==> src/rtl/deq_pkg.sv <==
// Shared types and codes for the double-ended queue core.
package deq_pkg;

   typedef enum logic [2:0] {
      CMD_INS_FRONT = 3'd0,
      CMD_INS_REAR  = 3'd1,
      CMD_DEL_FRONT = 3'd2,
      CMD_DEL_REAR  = 3'd3,
      CMD_SHOW      = 3'd4
   } cmd_type;

   typedef enum logic [1:0] {
      ST_OK    = 2'd0,
      ST_EMPTY = 2'd1,
      ST_FULL  = 2'd2
   } status_type;

   localparam int unsigned WORD_W = 32;

   typedef struct packed {
      logic       ins_front;
      logic       ins_rear;
      logic       del_front;
      logic       del_rear;
      logic       show_start;
      logic       show_step;
      logic       emit_status;
      status_type status_code;
   } ctrl_cmd_type;

   typedef struct packed {
      logic empty;
      logic full;
      logic show_last;
      logic pending;
   } dp_stat_type;

endpackage

==> src/rtl/deq_ram.sv <==
// Generic single-write, single-read RAM with registered read data.
module deq_ram #(
   parameter int WIDTH = 32,
   parameter int DEPTH = 64
) (
   input  logic                                     clock,
   input  logic                                     wr_en,
   input  logic [((DEPTH > 1) ? $clog2(DEPTH) : 1)-1:0] wr_addr,
   input  logic [WIDTH-1:0]                         wr_data,
   input  logic                                     rd_en,
   input  logic [((DEPTH > 1) ? $clog2(DEPTH) : 1)-1:0] rd_addr,
   output logic [WIDTH-1:0]                         rd_data
);

   logic [WIDTH-1:0] mem_ff [DEPTH];
   logic [WIDTH-1:0] rd_data_ff;

   always_ff @(posedge clock) begin
      if (wr_en) begin
         mem_ff[wr_addr] <= wr_data;
      end
      if (rd_en) begin
         rd_data_ff <= mem_ff[rd_addr];
      end
   end

   assign rd_data = rd_data_ff;

endmodule

==> src/rtl/deq_datapath.sv <==
// Datapath of the queue: pointers, element count, ring store and result registers.
module deq_datapath #(
   parameter int DEPTH = 64
) (
   input  logic                  clock,
   input  logic                  reset,
   input  deq_pkg::ctrl_cmd_type cmd,
   input  logic signed [31:0]    req_value,
   output deq_pkg::dp_stat_type  stat,
   output logic                  rsp_strobe,
   output logic [1:0]            rsp_status,
   output logic signed [31:0]    rsp_element,
   output logic                  rsp_last
);

   import deq_pkg::*;

   localparam int AW = (DEPTH > 1) ? $clog2(DEPTH) : 1;
   localparam int CW = $clog2(DEPTH + 1);
   localparam int SW = AW + 1;
   localparam logic [AW-1:0] LAST_POS = AW'(DEPTH - 1);
   localparam logic [SW-1:0] DEPTH_S  = SW'(DEPTH);
   localparam logic [CW-1:0] DEPTH_C  = CW'(DEPTH);

   logic [AW-1:0]     front_ff, front_in;
   logic [CW-1:0]     count_ff, count_in;
   logic [AW-1:0]     rd_ptr_ff, rd_ptr_in;
   logic [CW-1:0]     rem_ff, rem_in;
   logic              tag_valid_ff, tag_last_ff;
   logic              rsp_strobe_ff;
   status_type        rsp_status_ff;
   logic [WORD_W-1:0] rsp_element_ff;
   logic              rsp_last_ff;

   logic [AW-1:0]     front_dec, front_inc, rd_ptr_inc, wr_addr;
   logic [SW-1:0]     rear_sum, rear_pos;
   logic [WORD_W-1:0] rd_data;
   logic              wr_en;

   assign front_dec  = (front_ff == '0) ? LAST_POS : front_ff - AW'(1);
   assign front_inc  = (front_ff == LAST_POS) ? '0 : front_ff + AW'(1);
   assign rd_ptr_inc = (rd_ptr_ff == LAST_POS) ? '0 : rd_ptr_ff + AW'(1);
   assign rear_sum   = SW'(front_ff) + SW'(count_ff);
   assign rear_pos   = (rear_sum >= DEPTH_S) ? rear_sum - DEPTH_S : rear_sum;

   assign wr_en   = cmd.ins_front || cmd.ins_rear;
   assign wr_addr = cmd.ins_front ? front_dec : rear_pos[AW-1:0];

   always_comb begin
      front_in  = front_ff;
      count_in  = count_ff;
      rd_ptr_in = rd_ptr_ff;
      rem_in    = rem_ff;
      if (cmd.ins_front) begin
         front_in = front_dec;
         count_in = count_ff + CW'(1);
      end else if (cmd.ins_rear) begin
         count_in = count_ff + CW'(1);
      end else if (cmd.del_front) begin
         front_in = front_inc;
         count_in = count_ff - CW'(1);
      end else if (cmd.del_rear) begin
         count_in = count_ff - CW'(1);
      end else if (cmd.show_start) begin
         rd_ptr_in = front_ff;
         rem_in    = count_ff;
      end else if (cmd.show_step) begin
         rd_ptr_in = rd_ptr_inc;
         rem_in    = rem_ff - CW'(1);
      end
   end

   always_ff @(posedge clock) begin
      if (reset) begin
         front_ff      <= '0;
         count_ff      <= '0;
         tag_valid_ff  <= 1'b0;
         rsp_strobe_ff <= 1'b0;
      end else begin
         front_ff      <= front_in;
         count_ff      <= count_in;
         tag_valid_ff  <= cmd.show_step;
         rsp_strobe_ff <= cmd.emit_status || tag_valid_ff;
      end
      rd_ptr_ff   <= rd_ptr_in;
      rem_ff      <= rem_in;
      tag_last_ff <= (rem_ff == CW'(1));
      if (cmd.emit_status) begin
         rsp_status_ff  <= cmd.status_code;
         rsp_element_ff <= '0;
         rsp_last_ff    <= 1'b1;
      end else begin
         rsp_status_ff  <= ST_OK;
         rsp_element_ff <= rd_data;
         rsp_last_ff    <= tag_last_ff;
      end
   end

   deq_ram #(
      .WIDTH (WORD_W),
      .DEPTH (DEPTH)
   ) u_ring (
      .clock   (clock),
      .wr_en   (wr_en),
      .wr_addr (wr_addr),
      .wr_data (req_value),
      .rd_en   (cmd.show_step),
      .rd_addr (rd_ptr_ff),
      .rd_data (rd_data)
   );

   assign stat.empty     = (count_ff == '0);
   assign stat.full      = (count_ff == DEPTH_C);
   assign stat.show_last = (rem_ff == CW'(1));
   assign stat.pending   = tag_valid_ff;

   assign rsp_strobe  = rsp_strobe_ff;
   assign rsp_status  = rsp_status_ff;
   assign rsp_element = $signed(rsp_element_ff);
   assign rsp_last    = rsp_last_ff;

`ifndef NO_ASSERTIONS
   a_count_bound: assert property (@(posedge clock) disable iff (reset)
      count_ff <= DEPTH_C)
      else $error("element count exceeds the store depth");
   a_no_collision: assert property (@(posedge clock) disable iff (reset)
      cmd.emit_status |-> !tag_valid_ff)
      else $error("status word collides with a display word");
   a_step_has_work: assert property (@(posedge clock) disable iff (reset)
      cmd.show_step |-> rem_ff != '0)
      else $error("display step issued with nothing left to read");
   a_insert_room: assert property (@(posedge clock) disable iff (reset)
      wr_en |-> !stat.full && !tag_valid_ff)
      else $error("insert into a full store or during a display");
`endif

endmodule

==> src/rtl/deq_ctrl.sv <==
// Controller of the queue: decodes commands and sequences the display stream.
module deq_ctrl (
   input  logic                  clock,
   input  logic                  reset,
   input  logic                  start,
   input  logic [2:0]            req_command,
   input  deq_pkg::dp_stat_type  stat,
   output deq_pkg::ctrl_cmd_type cmd,
   output logic                  busy
);

   import deq_pkg::*;

   typedef enum logic {
      S_IDLE,
      S_SHOW
   } state_type;

   state_type state_ff, state_in;
   cmd_type   op;
   logic      accept;

   assign op     = cmd_type'(req_command);
   assign busy   = (state_ff == S_SHOW) || stat.pending;
   assign accept = start && !busy;

   always_comb begin
      cmd      = '0;
      state_in = state_ff;
      if (state_ff == S_SHOW) begin
         cmd.show_step = 1'b1;
         if (stat.show_last) begin
            state_in = S_IDLE;
         end
      end else if (accept) begin
         unique case (op)
            CMD_INS_FRONT: begin
               if (stat.full) begin
                  cmd.emit_status = 1'b1;
                  cmd.status_code = ST_FULL;
               end else begin
                  cmd.ins_front = 1'b1;
               end
            end
            CMD_INS_REAR: begin
               if (stat.full) begin
                  cmd.emit_status = 1'b1;
                  cmd.status_code = ST_FULL;
               end else begin
                  cmd.ins_rear = 1'b1;
               end
            end
            CMD_DEL_FRONT: begin
               if (stat.empty) begin
                  cmd.emit_status = 1'b1;
                  cmd.status_code = ST_EMPTY;
               end else begin
                  cmd.del_front = 1'b1;
               end
            end
            CMD_DEL_REAR: begin
               if (stat.empty) begin
                  cmd.emit_status = 1'b1;
                  cmd.status_code = ST_EMPTY;
               end else begin
                  cmd.del_rear = 1'b1;
               end
            end
            CMD_SHOW: begin
               if (stat.empty) begin
                  cmd.emit_status = 1'b1;
                  cmd.status_code = ST_EMPTY;
               end else begin
                  cmd.show_start = 1'b1;
                  state_in       = S_SHOW;
               end
            end
            default: begin
               cmd = '0;
            end
         endcase
      end
   end

   always_ff @(posedge clock) begin
      if (reset) begin
         state_ff <= S_IDLE;
      end else begin
         state_ff <= state_in;
      end
   end

`ifndef NO_ASSERTIONS
   a_show_entry: assert property (@(posedge clock) disable iff (reset)
      cmd.show_start |=> state_ff == S_SHOW)
      else $error("display accepted but the stream did not begin");
   a_one_action: assert property (@(posedge clock) disable iff (reset)
      $onehot0({cmd.ins_front, cmd.ins_rear, cmd.del_front, cmd.del_rear,
                cmd.show_start, cmd.show_step, cmd.emit_status}))
      else $error("more than one datapath action in a cycle");
   a_busy_drain: assert property (@(posedge clock) disable iff (reset)
      (state_ff == S_SHOW && stat.show_last) |=> busy)
      else $error("busy dropped before the last display word left");
`endif

endmodule

==> src/rtl/double_ended_queue_core.sv <==
// Top level of the bounded double-ended queue core.
// A word is accepted when start is high and busy is low. Inserts and deletes never raise
// busy, so one may be issued every cycle; a refused command gives a single status word
// in the cycle after acceptance. A display of N elements keeps busy high while it reads
// the ring store and returns one word per cycle, front to rear, each passing the store's
// single registered read port, which sets the pace, and then the result register.
// Results cannot be held off by the receiver. No clearing pass follows reset.
module double_ended_queue_core #(
   parameter int DEPTH = 64
) (
   input  logic               clock,
   input  logic               reset,
   input  logic               start,
   output logic               busy,
   input  logic [2:0]         req_command,
   input  logic signed [31:0] req_value,
   output logic               rsp_strobe,
   output logic [1:0]         rsp_status,
   output logic signed [31:0] rsp_element,
   output logic               rsp_last
);

   import deq_pkg::*;

   ctrl_cmd_type cmd;
   dp_stat_type  stat;

   deq_ctrl u_ctrl (
      .clock       (clock),
      .reset       (reset),
      .start       (start),
      .req_command (req_command),
      .stat        (stat),
      .cmd         (cmd),
      .busy        (busy)
   );

   deq_datapath #(
      .DEPTH (DEPTH)
   ) u_datapath (
      .clock       (clock),
      .reset       (reset),
      .cmd         (cmd),
      .req_value   (req_value),
      .stat        (stat),
      .rsp_strobe  (rsp_strobe),
      .rsp_status  (rsp_status),
      .rsp_element (rsp_element),
      .rsp_last    (rsp_last)
   );

endmodule
==> config.mk <==
export PLATFORM = sky130hd
export DESIGN_NAME = double_ended_queue_core
export DESIGN_NICKNAME = d
export VERILOG_FILES = /design/src/rtl/deq_pkg.sv /design/src/rtl/deq_ram.sv /design/src/rtl/deq_datapath.sv /design/src/rtl/deq_ctrl.sv /design/src/rtl/double_ended_queue_core.sv
export SDC_FILE = /design/constraint.sdc
export NUM_CORES = 2
export LEC_CHECK = 0
export CAP_MARGIN = 20
export CELL_PAD_IN_SITES_DETAIL_PLACEMENT = 1
export CELL_PAD_IN_SITES_GLOBAL_PLACEMENT = 1
export CORE_UTILIZATION = 47
export CTS_CLUSTER_SIZE = 28
export DETAILED_ROUTE_END_ITERATION = 10
export DONT_BUFFER_PORTS = 1
export PLACE_DENSITY_LB_ADDON = 0.1
export SYNTH_ARGS = -nofsm -noshare
export SYNTH_HDL_FRONTEND = slang
export SYNTH_SLANG_ARGS = --single-unit
==> constraint.sdc <==
create_clock -name clock -period 6.5 [get_ports clock]
set_input_delay 1.3 -clock clock [delete_from_list [all_inputs] [get_ports clock]]
set_output_delay 1.3 -clock clock [all_outputs]
set_load 0.03 [all_outputs]
# Word level (Yosys, flattened, before mapping)
# Memory sizes are Yosys's and may differ from the RTL's. A register that Yosys moved wholly into a read port is not among the register bits.
# Index checks and enable logic that the tools add are counted.
word_totals:
  ff_bits: 65
  ram_bits: 2048
  inputBits: 38
  word_cells: 87
  mem_count: 1
op_classes:
  addsub: 8
  magnitude_cmp: 1
  eq_ne: 9
  mux: 35
  bitwise: 6
  reduce_logical: 16
memory_table:
  columns: ["memory", "depth", "width", "rd", "rd_clocked_by_memory_dff", "wr", "line_no", "source"]
  rows:
  - ["u_datapath.u_ring.mem_ff", 64, 32, 1, 1, 1, "deq_ram.sv:15", "logic [WIDTH-1:0] mem_ff [DEPTH];"]
op_table:
  columns: ["operator", "n"]
  rows:
  - ["$mux 6", 10]
  - ["$mux 7", 6]
  - ["$sub 7x1->7 const B", 2]
  - ["$mux 1", 13]
  - ["$add 6x1->6 const B", 2]
  - ["$eq 6x6->1 const B", 2]
  - ["$sub 6x1->6 const B", 2]
  - ["$mux 3", 3]
  - ["$mux 9", 1]
  - ["$add 6x7->7", 1]
  - ["$add 7x1->7 const B", 1]
  - ["$eq 7x1->1 const B", 1]
  - ["$eq 7x7->1 const B", 1]
  - ["$ge 7x7->1 const B", 1]
  - ["$logic_not 7->1", 1]
  - ["$eq 3x2->1 const B", 2]
  - ["$logic_not 6->1", 1]
  - ["$not 1->1", 6]
  - ["$pmux 3 s2", 1]
  - ["$reduce_or 3->1", 2]
  - ["$mux 5", 1]
  - ["$reduce_and 5->1", 1]
  - ["$reduce_bool 2->1", 2]
  - ["$reduce_bool 4->1", 1]
  - ["other kinds (9)", 11]

# Logic depth before layout (Yosys ltp)
depth:
  ltp_word: 9
  mapped_depth: 11
  mapped_depth_nobuf: 8

# Cells and area by module
# A second synthesis with hierarchy kept.
unflattened:
  cells_unflattened: 3649
  area_unflattened_um2: 82012.4
by_module_without_submodules:
  columns: ["module", "instances", "cells_each", "area_per_inst_um2"]
  rows:
  - ["deq_ram", 1, 3324, 78835.6]
  - ["deq_datapath", 1, 301, 2957.8]
  - ["deq_ctrl", 1, 24, 219.0]

# Worst setup path after synthesis
# No wires, ideal clock.
synth_timing:
  kind: "input to register"
  start: "in start"
  end: "mem u_datapath.u_ring.mem_ff[21][0], enable pin"
  arrival_ps: 5287
  path_slack_ps: 752
  path_stages: 8
  n_path_buf: 2
  cell_sequence: "or3b_1 buf_2 a311o_4 a2111oi_4 a21oi_2 or3_1 buf_2 nor3_1"
synth_via:
  elab_chain_len: 6
  elab_cells_between_ends: 7
  classes_between: "5 x mux; 2 x reduce/logical"
synth_lines:
  columns: ["element", "line_no", "source"]
  rows:
  - ["from (decl)", "double_ended_queue_core.sv:13", "input logic start,"]
  - ["$logic_and 1x1->1 *", "deq_ctrl.sv:25", "assign accept = start && !busy;"]
  - ["$mux 9 *", "deq_ctrl.sv:35", "end else if (accept) begin"]
  - ["$mux 5 *", "deq_ctrl.sv:30", "if (state_ff == S_SHOW) begin"]
  - ["$logic_or 1x1->1", "deq_datapath.sv:46", "assign wr_en = cmd.ins_front || cmd.ins_rear;"]
  - ["$mux 1", "deq_ram.sv:19", "if (wr_en) begin"]
  - ["$mux 1 (implied by the code)", "deq_ram.sv:20", "mem_ff[wr_addr] <= wr_data;"]
  - ["to (decl)", "deq_ram.sv:15", null]
# Every way passes the cells marked *; elsewhere a longest branch is shown, timed or not.

# Worst setup path in the final report
layout_timing:
  start: "reg u_datapath.count_ff[1]"
  end: "mem u_datapath.u_ring.mem_ff[60][14], enable pin"
layout_via:
  elab_chain_len: 8
  elab_cells_between_ends: 14
  classes_between: "2 x add/sub; 1 x order compare; 1 x eq/ne; 9 x mux; 1 x reduce/logical"
layout_lines:
  columns: ["element", "line_no", "source"]
  rows:
  - ["from (decl)", "deq_datapath.sv:26", "logic [CW-1:0] count_ff, count_in;"]
  - ["from (signal assigned)", "deq_datapath.sv:81", "count_ff <= count_in;"]
  - ["branches (longest 8 deep; another with $add 6x7->7)", null, null]
# Parallel ways; which one is timed is not known.

==> run metrics <==
outcome=completed; post-route minimum period=4.23 ns; clock tree buffer depth=3; # nets final=roughly 3,800; horizontal extent of the die=between 400 and 500 um; Num CTS Buffers=about 210; total track usage=0.265; WHS=0.428 ns; count of instances resized after the clock tree is built=0; Final Slew Violations=0; Seq/Total Area, Yosys=0.780; detailed-route via count=39,477; detailed placer's ending HPWL=between 100,000 and 150,000 um; setup bufs post-CTS=0; period utilisation layout=0.650; maximum number of pins on one net before global-route repair=around 140; core region area=around 0.17 mm2; Total Power=around 30 mW; total of warnings raised by yosys=0; synthesized cell area=around 0.08 mm2; setup slack after layout=between 2 and 2.5 ns; number of failing hold endpoints at the final stage=0; level count of the clock H-tree=4; floorplan die height=419 um; setup TNS=0 ns; effective utilization at floorplan=0.475; via count of the first global-routing pass=~40,000; synthesized instance count=3,627; kind of start point of the critical path=register; setup slack after placement=1.69 ns; average routed wire per standard cell=around 37 um; Critical Path End Type=register; Leak=28.8 nW; slew at the pin closest to its max-slew limit=1.17 ns; longest individual stage delay on the worst path=approximately 0.54 ns; area of placed instances=0.0855 mm2; number of max-cap violations=0; initial antenna violation count=23; share of synthesized registers carrying an async set or reset=0; DRC violations left=0; library cell contributing the largest single delay on the critical path=sky130_fd_sc_hd__dfxtp_1; prevailing post-synth register cell=sky130_fd_sc_hd__edfxtp_1; number of standard-cell rows in the floorplan=between 150 and 200; remaining global-route overflow=0; share of final-layout standard cells stronger than drive strength 1=0.268; final weighted congestion in routability-driven placement=~0.87; unrepaired setup endpoints after global routing=no; clk slew on worst S/H paths=0.06 ns; ANT nets after route=0; WS Path Type=reg2reg; min-delay worst type=reg2reg; global-route wire length before repair=317,000 um; largest vdd supply drop=between 0.2 and 0.3 mV; EDFF count, synth=about 2,100; cell chosen for the clock root=sky130_fd_sc_hd__clkbuf_16; post-route standard cell area excluding fillers=0.0924 mm2; FF+latch count, synth=~2,100; DIE AREA=~0.18 mm2; data arrival at the endpoint of the critical path=4.71 ns; total of buffers placed on input and output ports=0; Pre-antenna DRT Iters=6; achievable frequency=237 MHz; slew margin rel.=0.218; Required @ worst endpoint=~7.0 ns; Total Wirelength=~230,000 um; via density per instance=between 6 and 7; synth unique cells=60; Starting DRT DRC Count=about 5,400; synthesized area per cell=22.6 um2; number of nets in the synthesized netlist=~3,700; cell mode on critical path=sky130_fd_sc_hd__buf_4; CTS Hold Bufs=0; clock latency on the worst-skew pair=roughly 0.85 ns; CP Buf/Inv Count=3; Layout Skew=roughly 0.032 ns; number of clock sinks seen by CTS=between 2,000 and 2,500; I/O pin total=75; critical path, cell by cell=inv_1 > ha_1 > nor2b_1 > a311o_4 > nor2_1 > o21ai_4 > buf_4 > nor3_4 > buf_4; final setup vio count=0; Max Fanout on Critical Path=24; PD cells=around 320 mW/mm2; clock tree from TritonCTS=built; top cell family by delay on the critical path=simple AND/OR/NAND/NOR gates; layout-stage area growth over the synthesis result=12.8%
## state kept, by name, indices dropped and copies added (netlist names), 2 cells and up
name                       cells
u_datapath.rd_ptr_ff           6
u_datapath.count_ff            7
u_datapath.u_ring.rd_data     32
u_datapath.front_ff            6
u_datapath.rsp_status          2
u_datapath.rem_ff              7
u_datapath.rsp_element        32
u_datapath.u_ring.mem_ff    2048
## cell type report
cell class | instances | area [um2]
fill | 14639 | 79900
sequential | 2145 | 63900
multi-input combinational | 1268 | 17500
clock buffer | 291 | 5860
tap | 2310 | 2890
timing repair buffer | 132 | 1140
clock inverter | 100 | 1030
inverter | 9 | 33.8
antenna | 12 | 30.0
## per-layer routing
layer  wire [um]  track usage
met5          11            0
met4        7180       0.0800
met3       21800       0.0580
met2      103000        0.385
met1       98600        0.402
## cell usage in the layout (no fill, tap or decap), drive strengths merged, types with 18 or more instances in the layout
cell type | Yosys | final
a211oi | 33 | 33
a21oi | 91 | 91
a22oi | 61 | 61
buf | 91 | 132
bufinv | 0 | 20
clkbuf | 114 | 291
clkinv | 0 | 67
dfxtp | 52 | 52
edfxtp | 2093 | 2093
inv | 9 | 18
mux2i | 69 | 69
mux4 | 545 | 545
nand2 | 62 | 62
nand3 | 34 | 34
nor2 | 37 | 37
nor2b | 41 | 41
nor3 | 75 | 75
o21ai | 45 | 45
o221ai | 29 | 29
o22ai | 35 | 35
## cells in the mapped netlist (5+ instances only)
master	number	area, um2
sky130_fd_sc_hd__xor2_1	8	70.1
sky130_fd_sc_hd__a21oi_1	90	450
sky130_fd_sc_hd__nor3b_1	5	37.5
sky130_fd_sc_hd__nand3_1	34	170
sky130_fd_sc_hd__dfxtp_1	52	1040
sky130_fd_sc_hd__nand4_1	6	37.5
sky130_fd_sc_hd__o21ai_0	44	220
sky130_fd_sc_hd__o221ai_1	29	254
sky130_fd_sc_hd__buf_1	29	109
sky130_fd_sc_hd__nand2_1	61	229
sky130_fd_sc_hd__edfxtp_1	2093	62900
sky130_fd_sc_hd__and2_1	5	31.3
sky130_fd_sc_hd__nor2_1	37	139
sky130_fd_sc_hd__inv_1	9	33.8
sky130_fd_sc_hd__a22oi_1	61	458
sky130_fd_sc_hd__nand2b_1	10	62.6
sky130_fd_sc_hd__buf_2	58	290
sky130_fd_sc_hd__ha_1	13	163
sky130_fd_sc_hd__mux2i_1	69	691
sky130_fd_sc_hd__clkbuf_1	112	420
sky130_fd_sc_hd__nor3_2	32	320
sky130_fd_sc_hd__nor3_1	43	215
sky130_fd_sc_hd__a211oi_1	33	248
sky130_fd_sc_hd__nor2b_1	41	257
sky130_fd_sc_hd__or3_1	8	50.1
sky130_fd_sc_hd__o22ai_1	35	219
sky130_fd_sc_hd__xnor2_1	11	96.3
sky130_fd_sc_hd__mux4_2	545	12300
## path summary, 6_finish.rpt
kind	start	to	slack (ns)	depth (start not counted)
max	u_datapath.count_ff[1]	u_datapath.u_ring.mem_ff[60][14]	2.27	9
min reg2reg	u_datapath.tag_last_ff	u_datapath.rsp_last	0.43	1
min	u_datapath.tag_last_ff	u_datapath.rsp_last	0.43	1
max reg2reg	u_datapath.count_ff[1]	u_datapath.u_ring.mem_ff[60][14]	2.27	9
## kinds of logic (layout without fill, tap and decap cells)
kind of cell	after synthesis	count (layout)	synth area share
buffers and inverters	214	532	0.0110
xor gates and xnor gates	19	19	0.00203
DFF	2145	2145	0.780
muxes	614	614	0.158
other	0	12	0
AOI/OAI and AO/OA	324	324	0.0263
adders and majority gates	14	14	0.00223
and+or+nand+nor	297	297	0.0203
## per-stage QoR
step / utilization / instances
2_1_floorplan: - / 3627
3_3_place_gp: 0.496 / 5862
3_5_place_dp: 0.496 / 5864
4_1_cts: 0.536 / 6255
5_1_grt: 0.536 / 6256
6_report: 0.536 / 6267
## power breakdown
part / internal (mW) / switching, mW / leakage (nW) / total (mW)
clock network: 7.07 / 5.14 / 3.36 / 12.2
registers: 15.3 / 0.130 / 19.2 / 15.4
logic: 0.730 / 1.37 / 6.16 / 2.10
total: 23.1 / 6.64 / 28.8 / 29.8
Power figures use the tool's default switching activity.
